<file path="config.mk">
export PLATFORM = sky130hd
export DESIGN_NAME = pbfh_out_fifo
export DESIGN_NICKNAME = d
export VERILOG_FILES = /design/src/design/pbfh_pkg.sv /design/src/design/pbfh_out_fifo.sv
export SDC_FILE = /design/constraint.sdc
export NUM_CORES = 1
export LEC_CHECK = 0
export BUFFER_PORTS_ARGS = -buffer_cell sky130_fd_sc_hd__buf_2
export CAP_MARGIN = 20
export CORE_UTILIZATION = 32
export DETAILED_ROUTE_END_ITERATION = 16
export PLACE_DENSITY_LB_ADDON = 0.3
export SLEW_MARGIN = 5
export SYNTH_ARGS = -nofsm -noshare
export SYNTH_HDL_FRONTEND = slang
export SYNTH_SLANG_ARGS = --single-unit
</file>
<file path="constraint.sdc">
create_clock -name clk_i -period 2.4 [get_ports clk_i]
set_input_delay 0.48 -clock clk_i [delete_from_list [all_inputs] [get_ports clk_i]]
set_output_delay 0.48 -clock clk_i [all_outputs]
set_load 0.005 [all_outputs]
</file>
<file path="src/design/pbfh_pkg.sv">
// Package for the byte pipe: buffer sizing, item types, operation and status codes.
// No dependencies; imported by pbfh_out_fifo and the top module.
`timescale 1ns / 1ps

package pbfh_pkg;

  // Buffer sizing
  localparam int BUFFER_BYTES = 4096;
  localparam int MAX_READ     = 64;
  localparam int PTR_W        = $clog2(BUFFER_BYTES);
  localparam int CNT_W        = $clog2(BUFFER_BYTES + 1);
  localparam int SUM_W        = CNT_W + 1;

  // Fixed field widths
  localparam int FUNC_W = 3;
  localparam int BYTE_W = 8;
  localparam int REQ_W  = 7;
  localparam int STAT_W = 2;
  localparam int FILL_W = 13;
  localparam int CMP_W  = (CNT_W > REQ_W) ? CNT_W : REQ_W;

  // Operation codes
  localparam logic [FUNC_W-1:0] FUNC_WRITE    = 3'd0;
  localparam logic [FUNC_W-1:0] FUNC_READ     = 3'd1;
  localparam logic [FUNC_W-1:0] FUNC_CLOSE_RD = 3'd2;
  localparam logic [FUNC_W-1:0] FUNC_CLOSE_WR = 3'd3;
  localparam logic [FUNC_W-1:0] FUNC_POLL     = 3'd4;

  // Status codes
  localparam logic [STAT_W-1:0] STAT_OK     = 2'd0;
  localparam logic [STAT_W-1:0] STAT_WBLOCK = 2'd1;
  localparam logic [STAT_W-1:0] STAT_BROKEN = 2'd2;
  localparam logic [STAT_W-1:0] STAT_EOF    = 2'd3;

  typedef struct packed {
    logic [FUNC_W-1:0] func;
    logic [BYTE_W-1:0] data_in;
    logic [REQ_W-1:0]  read_count;
  } in_item_t;

  typedef struct packed {
    logic [BYTE_W-1:0] data_out;
    logic              data_valid;
    logic              last;
    logic [STAT_W-1:0] status;
    logic              poll_readable;
    logic              poll_writable;
    logic              poll_hangup;
    logic [FILL_W-1:0] fill_level;
  } out_item_t;

  typedef enum logic [1:0] {
    ST_IDLE = 2'b01,
    ST_READ = 2'b10
  } state_e;

endpackage

</file>
<file path="src/design/pbfh_out_fifo.sv">
// Two-entry result FIFO that decouples the pipe core from the output stall.
// Depends on pbfh_pkg for the result item type.
`timescale 1ns / 1ps

module pbfh_out_fifo
  import pbfh_pkg::*;
(
  input  logic      clk_i,
  input  logic      rst_ni,
  input  logic      push_i,
  input  out_item_t push_item_i,
  output logic [1:0] count_o,
  output logic      out_valid_o,
  input  logic      out_stall_i,
  output out_item_t out_item_o
);

  out_item_t  slot_q [2];
  logic       wr_ptr_q, wr_ptr_d;
  logic       rd_ptr_q, rd_ptr_d;
  logic [1:0] count_q, count_d;
  logic       pop;

  assign out_valid_o = (count_q != 2'd0);
  assign out_item_o  = slot_q[rd_ptr_q];
  assign count_o     = count_q;
  assign pop         = out_valid_o & ~out_stall_i;

  always_comb begin
    wr_ptr_d = push_i ? ~wr_ptr_q : wr_ptr_q;
    rd_ptr_d = pop ? ~rd_ptr_q : rd_ptr_q;
    count_d  = count_q + {1'b0, push_i} - {1'b0, pop};
  end

  always_ff @(posedge clk_i) begin
    if (push_i) begin
      slot_q[wr_ptr_q] <= push_item_i;
    end
  end

  always_ff @(posedge clk_i or negedge rst_ni) begin
    if (!rst_ni) begin
      wr_ptr_q <= 1'b0;
      rd_ptr_q <= 1'b0;
      count_q  <= 2'd0;
    end else begin
      wr_ptr_q <= wr_ptr_d;
      rd_ptr_q <= rd_ptr_d;
      count_q  <= count_d;
    end
  end

endmodule

</file>
==> reports/metrics.cfg, run 1 <==
[outcome]
outcome=finished, final reports clean

[min_path]
hold_class=in2reg
min_path_cells=1

[power_and_ir_drop]
p_leak_uw=0.00116
pwr-share-seq_pct=43.6
clockPowerShare_pct=27.7
power_uw=3370
p_switching_uw=873
ir_drop_uv=479
power_density_nw_per_um2=1150
p_int_uw=2500
swShare_pct=25.9
comb_power_share_pct=28.8

[global_routing]
grt_max_degree=20
grt-ovfl-total=0
grt_use_met1_pct=13.0
antenna_found_initial=0
grt_pass1_wl_mm=5.97
grtUsageMet2_pct=18.0
met3_usage_pct=5.49
grt_pass1_vias=1273
grt_usage_pct=11.5
busiest_layer=met2

[worst_setup_path]
critPathLaunchType=register
r2r_cells=7
worstPathRequired_ns=1.92
worstSetupPathType=reg2out
cp-end-kind=output port
path_max_fanout=19
worstPathArrival_ns=1.51

[routing]
vias_per_cell=4.26
drt_iter0_drc=34
drc=0
drtPass1Iterations=4
wl_mm=3.89
vias=1194
antenna_left=0
wl_per_cell_um=13.9

[die]
die_h_um=86.2
ios=63
fp-row-count=30
core-area_um2=6830
start_util_pct=33.2
die_area_um2=7420
fp.dieW_um=86.2

[logic_synthesis]
synth_cells=104
syn_area_um2=2270
ys_seq_area_share_pct=78.6
synth.avg_cell_area_um2=21.8
synth-main-ff-cell=edfxtp_1
synth.distinct_cells=15
synth_common_cells=edfxtp_1, mux2_2, mux2_4
yosys-top-cells-area=edfxtp_1, mux2_2, mux2_4, dfrtp_1, xnor2_1
synth_edf_count=56
synth_nets=138
ys_warn_count=0
async_reset_ff_share_pct=6.67
synth_most_common_cell=edfxtp_1
synth_top_area_share_pct=74.2
synth_seq_cells=60
yosysTopAreaCell=edfxtp_1

[final_layout]
layout-drive-gt1-share_pct=59.8
area_delta_synth_final_pct=29.5
layout.nets=214
fin_cells=280
fill_cells=640
antenna_cells=0

[clocking]
h-tree-depth=3
cts_buffers=9
cts_root_buf=clkbuf_8
max-clock-path-buffers=2
cts.sinks=60
cts.reportedPaths.clkPinSlew_ns=0.06
insertion_delay_ns=0.33
cts_tree=done

[place]
dpl.hpwl_mm=2.71
place.gp.congestion=0.696
port_buffers=62
place_inst=264

[sta]
fin_setup_tns_ns=0
hold_violations=0
finalSetupViolations=0
fmax_ghz=0.503
hold_slack_ns=0.338
skew_ns=0.00277
rsz0062_at_grt=no
fin_crit_ns=1.99
max_slew_margin_pct=64.7
tightestPinTransition_ns=0.529
fin_crit_sh_pct=82.9
drv_slew=0

[job]
max_cap_violations=0

power groups by stage:
stage | Sequential [µW] | Clock [µW] | Combinational [µW]
floorplan | 1480 | 0 | 630
global placement | 1480 | 0 | 964
detailed placement | 1490 | 0 | 995
CTS | 1470 | 974 | 1000
global route | 1490 | 1010 | 1070
finish | 1470 | 933 | 970
through the flow:
stage | util, % | setup WS (ns) | area [µm²]
2_1_floorplan | - | 0.227 | 2270
3_3_place_gp | 39.8 | 0.725 | 2720
6_report | 42.9 | 0.411 | 2930
4_1_cts | 42.9 | 0.378 | 2930
5_1_grt | 42.9 | 0.343 | 2930
3_5_place_dp | 39.8 | 0.694 | 2720
logic make-up after synthesis:
logic type | synth area share [%]
flops | 78.6
mux | 15.6
buf+inv | 1.99
xor+xnor | 1.55
simple gates | 0.829
fa+ha+maj | 1.10
compound gates | 0.331
registers in the layout, summed over array words and instances (netlist names):
signal	flops
rd_ptr_q	1
wr_ptr_q	1
count_o	2
slot_q	56
worst max-delay path: stages, from the launching register on:
cell,delay [ns]
dfrtp_1,0.34
buf_4,0.31
mux2_2,0.40
buf_2,0.13
area by class of cell:
cell class / instances / area (µm²) / share of cell area [%]
flip-flops and latches: 60 / 1780 / 60.7
inverters: 3 / 11.3 / 0.384
repair buffers: 68 / 370 / 12.6
well taps: 96 / 120 / 4.09
clock buffers: 9 / 124 / 4.22
multi-input cells: 38 / 447 / 15.2
clock inverters: 6 / 80.1 / 2.73
cell usage in the layout (no fill, tap or decap):
cell type / instances
buf_2: 62
edfxtp_1: 56
mux2_2: 18
mux2_4: 10
clkbuf_8: 9
dfrtp_1: 4
buf_4: 4
inv_1: 3
xnor2_1: 3
ha_1: 2
bufinv_16: 2
clkinv_1: 2
and2_1: 1
nor2b_4: 1
or2_2: 1
xor2_1: 1
o21bai_1: 1
clkinv_2: 1
clkinvlp_4: 1
dlygate4sd3_1: 1
buf_12: 1
what timing repair did:
action,CTS,global route
endpoints found under the hold margin,4,0
hold buffers,1,0
setup buffers,0,0
gates resized for setup,0,0
worst paths after layout:
kind / endpoint / slack (ns) / from
min in group asynchronous: wr_ptr_q$_DFFE_PN0P_ / 0.49 / rst_ni
worst max register to register: count_o[1]$_DFF_PN0_ / 0.78 / count_o[1]$_DFF_PN0_
worst min register to register: wr_ptr_q$_DFFE_PN0P_ / 0.54 / wr_ptr_q$_DFFE_PN0P_
worst min-delay path: slot_q[1][18]$_DFFE_PP_ / 0.34 / push_item_i[18]
max in group asynchronous: rd_ptr_q$_DFFE_PN0P_ / 1.78 / rst_ni
worst max-delay path: out_item_o[5] / 0.41 / rd_ptr_q$_DFFE_PN0P_
routing by layer:
| metal | part of all wire, % | wire length [µm] |
|---|---|---|
| met1 | 41 | 1610 |
| met2 | 49 | 1920 |
| met3 | 8.4 | 327 |
| met4 | 0.87 | 34 |
| met5 | 0 | 0 |
Note: power is estimated with default switching activity, not from simulation.
==> inputs of run 2 (changes only) <==
--- a/config.mk
+++ b/config.mk
@@ -5,6 +5,7 @@
 export SDC_FILE = /design/constraint.sdc
 export NUM_CORES = 1
 export LEC_CHECK = 0
+export ABC_AREA = 1
 export BUFFER_PORTS_ARGS = -buffer_cell sky130_fd_sc_hd__buf_2
 export CAP_MARGIN = 20
 export CORE_UTILIZATION = 32
==> constraint.sdc (replaced) <==
create_clock -name clk_i -period 1.8 [get_ports clk_i]
set_input_delay 0.36 -clock clk_i [delete_from_list [all_inputs] [get_ports clk_i]]
set_output_delay 0.36 -clock clk_i [all_outputs]
set_load 0.005 [all_outputs]
==> run 2 against run 1 <==
Against the previous run: clock power decreased by 1%; first-iteration DRC count increased by 97%; cell area decreased by 2.4%; critical path depth increased by 1; non-clock buffer count decreased by 1; largest cell class unchanged.
==> reports/metrics.cfg, run 2 <==
[logic_synthesis]
yosys-top-cells-area=edfxtp_1, nand2_1, dfrtp_1, inv_1, ha_1  ; was edfxtp_1, mux2_2, mux2_4, dfrtp_1, xnor2_1
synthMuxAreaShare_pct=0  ; was 15.6%
synthXorXnorAreaFrac_pct=0.386  ; was 1.55%
synth_top_area_share_pct=74.2  ; about the same
ys_warn_count=0  ; unchanged
yosysTopAreaCell=edfxtp_1  ; unchanged
synth_simple_gate_area_share_pct=16.2  ; was 0.828%
synth_nets=210  ; was 138
synth.avg_cell_area_um2=12.9  ; was 21.8 µm²
synth_compound_area_share_pct=0  ; was 0.331%
synth.distinct_cells=12  ; was 15
synth_common_cells=nand2_1, edfxtp_1, inv_1  ; was edfxtp_1, mux2_2, mux2_4
ys_seq_area_share_pct=78.6  ; about the same
synth_top_family_by_area=simple AND/OR/NAND/NOR gates  ; was multiplexers
synth-main-ff-cell=edfxtp_1  ; unchanged
synth_cells=176  ; was 104
synth_edf_count=56  ; unchanged
synth_adder_area_share_pct=1.10  ; about the same
async_reset_ff_share_pct=6.67  ; unchanged
synth_seq_cells=60  ; unchanged
syn_area_um2=2270  ; about the same
synth_most_common_cell=nand2_1  ; was edfxtp_1

[die]
die_h_um=86.2  ; about the same
ios=63  ; unchanged
die_area_um2=7430  ; was 7420 µm²
fp-row-count=30  ; unchanged
start_util_pct=33.2  ; about the same
fp.dieW_um=86.2  ; about the same
core-area_um2=6830  ; unchanged

[global_routing]
grt-ovfl-total=0  ; unchanged
antenna_found_initial=1  ; was 0
grt_usage_pct=12.5  ; was 11.5%
grt_max_degree=30  ; was 20
grt_pass1_vias=1391  ; was 1,273
grt_pass1_wl_mm=6.67  ; was 5.97 mm

[power_and_ir_drop]
power_density_nw_per_um2=1460  ; was 1150 nW/µm²
ir_drop_uv=524  ; was 479 µV
p_leak_uw=0.00128  ; was 0.00116 µW

[outcome]
outcome=finished, final reports clean  ; unchanged

[worst_setup_path]
critPathLaunchType=register  ; unchanged
critical_path.top_delay_family=flip-flops  ; was buffers and inverters
path_cells=inv_4 > nand2_1 > nand2_1 > buf_2  ; was buf_4 > mux2_2 > buf_2
r2r_slack_ns=0.39  ; was 0.78 ns
cp_num_buf_inv=2  ; unchanged
path_max_fanout=29  ; was 19
slowest_delay_ns=0.41  ; was 0.40 ns
worstSetupPathType=reg2out  ; unchanged
cp_common_cell=nand2_1
worstPathArrival_ns=1.30  ; was 1.51 ns
cp-end-kind=output port  ; unchanged
cp_slowest_cell=dfrtp_1  ; was mux2_2
worstPathRequired_ns=1.44  ; was 1.92 ns

[sta]
fmax_ghz=0.604
hold_violations=0  ; unchanged
hold_slack_ns=0.221  ; was 0.338 ns
fin_setup_tns_ns=0  ; unchanged
skew_ns=0.00273  ; was 0.00277 ns
fin_crit_sh_pct=92.0
drv_slew=0  ; unchanged
max_slew_margin_pct=80.2  ; was 64.7%
finalSetupViolations=0  ; unchanged
fin_crit_ns=1.66
setup_slack_ns=0.144  ; was 0.411 ns
rsz0062_at_grt=no  ; unchanged
tightestPinTransition_ns=0.296  ; was 0.529 ns

[final_layout]
largest_register_ffs=56  ; unchanged
layout-drive-gt1-share_pct=31.0  ; was 59.8%
fill_cells=684  ; was 640
multi_input_area_um2=408  ; was 447 µm²
antenna_cells=0  ; unchanged
final-seq-area_um2=1780  ; unchanged
largest-register=slot_q  ; unchanged
layout.nets=282  ; was 214
final_common_cell=nand2_1  ; was buf_2
mostFrequentLayoutCells=nand2_1, buf_2, edfxtp_1  ; was buf_2, edfxtp_1, mux2_2
area_delta_synth_final_pct=26.3  ; was 29.5%

[clocking]
insertion_delay_ns=0.32  ; was 0.33 ns
cts_buffers=9  ; unchanged
cts.reportedPaths.clkPinSlew_ns=0.06  ; about the same
cts.sinks=60  ; unchanged
postCtsSetupBuffers=0  ; unchanged
h-tree-depth=3  ; unchanged
max-clock-path-buffers=2  ; unchanged
cts_root_buf=clkbuf_8  ; unchanged
cts_tree=done  ; unchanged

[routing]
drc=0  ; unchanged
vias_per_cell=4.07  ; was 4.26
antenna_left=0  ; unchanged
drt_iter0_drc=67  ; was 34
wl_per_cell_um=11.8  ; was 13.9 µm
drtPass1Iterations=4  ; unchanged
wl_mm=4.10  ; was 3.89 mm
vias=1418  ; was 1,194

[place]
place.gp.congestion=0.625  ; was 0.696
port_buffers=62  ; unchanged
dp_slack_ns=0.334  ; was 0.694 ns
dpl.hpwl_mm=2.64  ; was 2.71 mm

[min_path]
hold_class=in2reg  ; unchanged

[job]
max_cap_violations=0  ; unchanged

-- run 2: changes by cell type after synthesis, sizes merged, moves of 2 or more --
cell and change:
mux2 -28, xnor2 -3, buf +3, inv +7, nand3 +2, nand2 +94
-- run 2: path summary, 6_finish.rpt --
check                                     startpoint                 endpoint  depth (start not counted)
worst min register to register  wr_ptr_q$_DFFE_PN0P_     wr_ptr_q$_DFFE_PN0P_                          1
min in group asynchronous                     rst_ni     count_o[0]$_DFF_PN0_                          2
worst min-delay path                 push_item_i[22]  slot_q[0][22]$_DFFE_PP_                          1
worst max-delay path            rd_ptr_q$_DFFE_PN0P_            out_item_o[1]                          4
worst max register to register  count_o[1]$_DFF_PN0_     count_o[1]$_DFF_PN0_                          9
max in group asynchronous                     rst_ni     rd_ptr_q$_DFFE_PN0P_                          2
-- run 2: layout make-up --
class,instances,share of cell area [%]
Multi-Input combinational cell,100,14.2
Tap cell,96,4.19
Timing Repair Buffer,67,12.8
Inverter,10,1.40
Clock inverter,5,0.699
Clock buffer,10,4.46
Sequential cell,60,62.2
-- run 2: power by group --
group / switching, µW / leakage (µW) / internal (µW)
Combinational: 790 / 0.000630 / 508
Sequential: 89.5 / 0.000573 / 1860
Clock: 453 / 0.0000761 / 469
Total: 1330 / 0.00128 / 2840
-- run 2: kinds of logic (layout without fill, tap and decap cells) --
logic type	count (synthesis)	count (layout)
xor gates and xnor gates	1	1
adders and majority gates	2	2
buffers and inverters	16	92
DFF	60	60
and+or+nand+nor	97	97
-- run 2: stage by stage --
step	cells	util, %	instance area [µm²]	total power, µW
after floorplan	176	-	2270	2740
after CTS	348	41.9	2860	4260
after global placement	332	39.5	2700	3270
final	348	41.9	2860	4170
after detailed placement	332	39.5	2700	3310
after global routing	348	41.9	2860	4500
-- run 2: what timing repair did --
item	in CTS	in global routing
endpoints found under the setup margin	10	12
hold buffers	1	0
gates cloned	0	0
endpoints found under the hold margin	4	0
resized for setup	1	1
-- run 2: metal layers --
| metal | track usage (%) | share of wire, % | wire, µm | vias to the layer above |
|---|---|---|---|---|
| met5 | 0 | 0.29 | 12 | - |
| met4 | 8.18 | 2.3 | 93 | 2 |
| met3 | 4.95 | 6.6 | 272 | 11 |
| met2 | 19.2 | 47 | 1930 | 44 |
| met1 | 14.5 | 44 | 1790 | 639 |
| li1 | - | - | - | 722 |
==> inputs of run 3 (changes only) <==
--- a/config.mk
+++ b/config.mk
@@ -11,6 +11,7 @@
 export CORE_UTILIZATION = 32
 export DETAILED_ROUTE_END_ITERATION = 16
 export PLACE_DENSITY_LB_ADDON = 0.3
+export REMOVE_ABC_BUFFERS = 1
 export SLEW_MARGIN = 5
 export SYNTH_ARGS = -nofsm -noshare
 export SYNTH_HDL_FRONTEND = slang
==> run 3 against run 2 <==
Against the previous run: clock power is 2.4% higher; sequential power hardly changed; power is 1.4% higher; critical path depth is 1 higher.
==> reports/metrics.cfg, run 3 (synthesized netlist as in run 2, its figures left out) <==
[die]
start_util_pct=33.2  ; unchanged
ios=63  ; unchanged
core-area_um2=6830  ; unchanged
die_h_um=86.2  ; unchanged
fp-row-count=30  ; unchanged
fp.dieW_um=86.2  ; unchanged
die_area_um2=7430  ; unchanged

[worst_setup_path]
worstPathArrival_ns=1.30  ; about the same
worstPathRequired_ns=1.44  ; about the same
path_max_fanout=15  ; was 29
worstSetupPathType=reg2out  ; unchanged
cp-end-kind=output port  ; unchanged
slowest_delay_ns=0.41  ; about the same
path_cells=inv_4 > buf_12 > nand2_1 > nand2_1 > buf_2  ; was inv_4 > nand2_1 > nand2_1 > buf_2
critical_path.top_delay_family=buffers and inverters  ; was flip-flops
cp_slowest_cell=dfrtp_1  ; unchanged
cp_num_buf_inv=3  ; was 2
critPathLaunchType=register  ; unchanged
cp_common_cell=nand2_1  ; unchanged

[clocking]
cts.reportedPaths.clkPinSlew_ns=0.06  ; about the same
h-tree-depth=3  ; unchanged
cts.sinks=60  ; unchanged
cts_root_buf=clkbuf_8  ; unchanged
insertion_delay_ns=0.32  ; about the same
max-clock-path-buffers=2  ; unchanged
cts_tree=done  ; unchanged
cts_buffers=9  ; unchanged

[routing]
antenna_left=0  ; unchanged
wl_per_cell_um=11.6  ; was 11.8 µm
drc=0  ; unchanged
wl_mm=4.07  ; was 4.10 mm
vias=1418  ; unchanged
drtPass1Iterations=4  ; unchanged
drt_iter0_drc=31  ; was 67
vias_per_cell=4.04  ; was 4.07

[global_routing]
grt_usage_pct=11.9  ; was 12.5%
grt-ovfl-total=0  ; unchanged
grt_max_degree=30  ; unchanged
grt_pass1_vias=1288  ; was 1,391
grt_pass1_wl_mm=6.11  ; was 6.67 mm
antenna_found_initial=0  ; was 1

[sta]
hold_slack_ns=0.227  ; was 0.221 ns
skew_ns=0.00742  ; was 0.00273 ns
max_slew_margin_pct=83.9  ; was 80.2%
fmax_ghz=0.603  ; was 0.604 GHz
fin_crit_sh_pct=92.1  ; was 92.0%
rsz0062_at_grt=no  ; unchanged
tightestPinTransition_ns=0.242  ; was 0.296 ns
drv_slew=0  ; unchanged
finalSetupViolations=0  ; unchanged
setup_slack_ns=0.143  ; was 0.144 ns
hold_violations=0  ; unchanged
fin_crit_ns=1.66  ; about the same

[final_layout]
layout-drive-gt1-share_pct=31.4  ; was 31.0%
antenna_cells=0  ; unchanged
final_area_um2=2880  ; was 2860 µm²
final_common_cell=nand2_1  ; unchanged
final-seq-area_um2=1780  ; unchanged
multi_input_area_um2=408  ; unchanged
largest-register=slot_q  ; unchanged
fill_cells=670  ; was 684
area_delta_synth_final_pct=27.2  ; was 26.3%
fin_cells=351  ; was 348
largest_register_ffs=56  ; unchanged
layout.nets=284  ; was 282
mostFrequentLayoutCells=nand2_1, buf_2, edfxtp_1  ; unchanged

[power_and_ir_drop]
pwr-share-seq_pct=46.1  ; was 46.8%
p_int_uw=2890  ; was 2840 µW
p_switching_uw=1340  ; was 1330 µW
ir_drop_uv=608  ; was 524 µV
power_uw=4230  ; was 4170 µW
p_leak_uw=0.00129  ; was 0.00128 µW
swShare_pct=31.7  ; was 31.9%
power_density_nw_per_um2=1470  ; was 1460 nW/µm²
comb_power_share_pct=31.6  ; was 31.1%
clockPowerShare_pct=22.3  ; was 22.1%

[place]
dpl-instance-area_um2=2720  ; was 2700 µm²
place_inst=334  ; was 332
dpl.hpwl_mm=2.68  ; was 2.64 mm
port_buffers=62  ; unchanged
dp_slack_ns=0.390  ; was 0.334 ns
place.gp.congestion=0.658  ; was 0.625

[outcome]
outcome=finished, final reports clean  ; unchanged

[min_path]
hold_class=in2reg  ; unchanged

[job]
max_cap_violations=0  ; unchanged

[run 3: changes by cell type in the layout (fill, tap and decap cells not counted)]
cell and delta:
buf_4 +2, clkbuf_1 +2, clkinv_1 -1
[run 3: repair_timing]
item	CTS	global route
gates resized for setup	0	3
endpoints found under the hold margin	4	0
hold buffers	1	0
buffers inserted	0	0
setup endpoints to repair	0	14
[run 3: per-layer routing]
metal / global-route usage, % / part of all wire, % / up-vias
met2: 19.1 / 48 / 42
li1: - / - / 727
met3: 4.86 / 5.7 / 4
met4: 6.82 / 1.4 / 0
met1: 13.4 / 44 / 645
met5: 0 / 0 / -
[run 3: layout make-up]
cell class                      count  area share [%]
Inverter                           10            1.39
Tap cell                           96            4.17
Timing Repair Buffer               69            13.2
Multi-Input combinational cell    100            14.1
Clock buffer                       12            4.69
Sequential cell                    60            61.8
Clock inverter                      4           0.564
[run 3: worst paths after layout]
check	endpoint	slack (ns)	start	depth (start not counted)
min reg2reg	wr_ptr_q$_DFFE_PN0P_	0.54	wr_ptr_q$_DFFE_PN0P_	1
min	slot_q[1][8]$_DFFE_PP_	0.23	push_item_i[8]	1
max in group asynchronous	wr_ptr_q$_DFFE_PN0P_	1.31	rst_ni	2
max reg2reg	count_o[1]$_DFF_PN0_	0.41	count_o[1]$_DFF_PN0_	9
min in group asynchronous	count_o[1]$_DFF_PN0_	0.37	rst_ni	2
max	out_item_o[11]	0.14	rd_ptr_q$_DFFE_PN0P_	5
[run 3: power groups by stage]
stage / clock network [µW] / logic (µW) / registers, µW
floorplan: 0 / 618 / 2020
global placement: 0 / 1360 / 1970
detailed placement: 0 / 1370 / 1980
CTS: 982 / 1380 / 1950
global route: 1060 / 1520 / 1980
finish: 944 / 1340 / 1950
[run 3: worst register-to-register path: stages, from the launching register on]
cell	delay (ns)
dfrtp_1	0.39
inv_1	0.07
nand2_1	0.08
nand2_1	0.09
inv_1	0.05
ha_1	0.26
inv_1	0.04
ha_1	0.18
nand3_1	0.08
nand2_1	0.05
[run 3: per-stage QoR]
stage	TNS (ns)	utilization, %
5_1_grt	0	42.2
3_3_place_gp	0	39.7
4_1_cts	0	42.1
2_1_floorplan	-5.96	-
6_report	0	42.2
3_5_place_dp	0	39.7
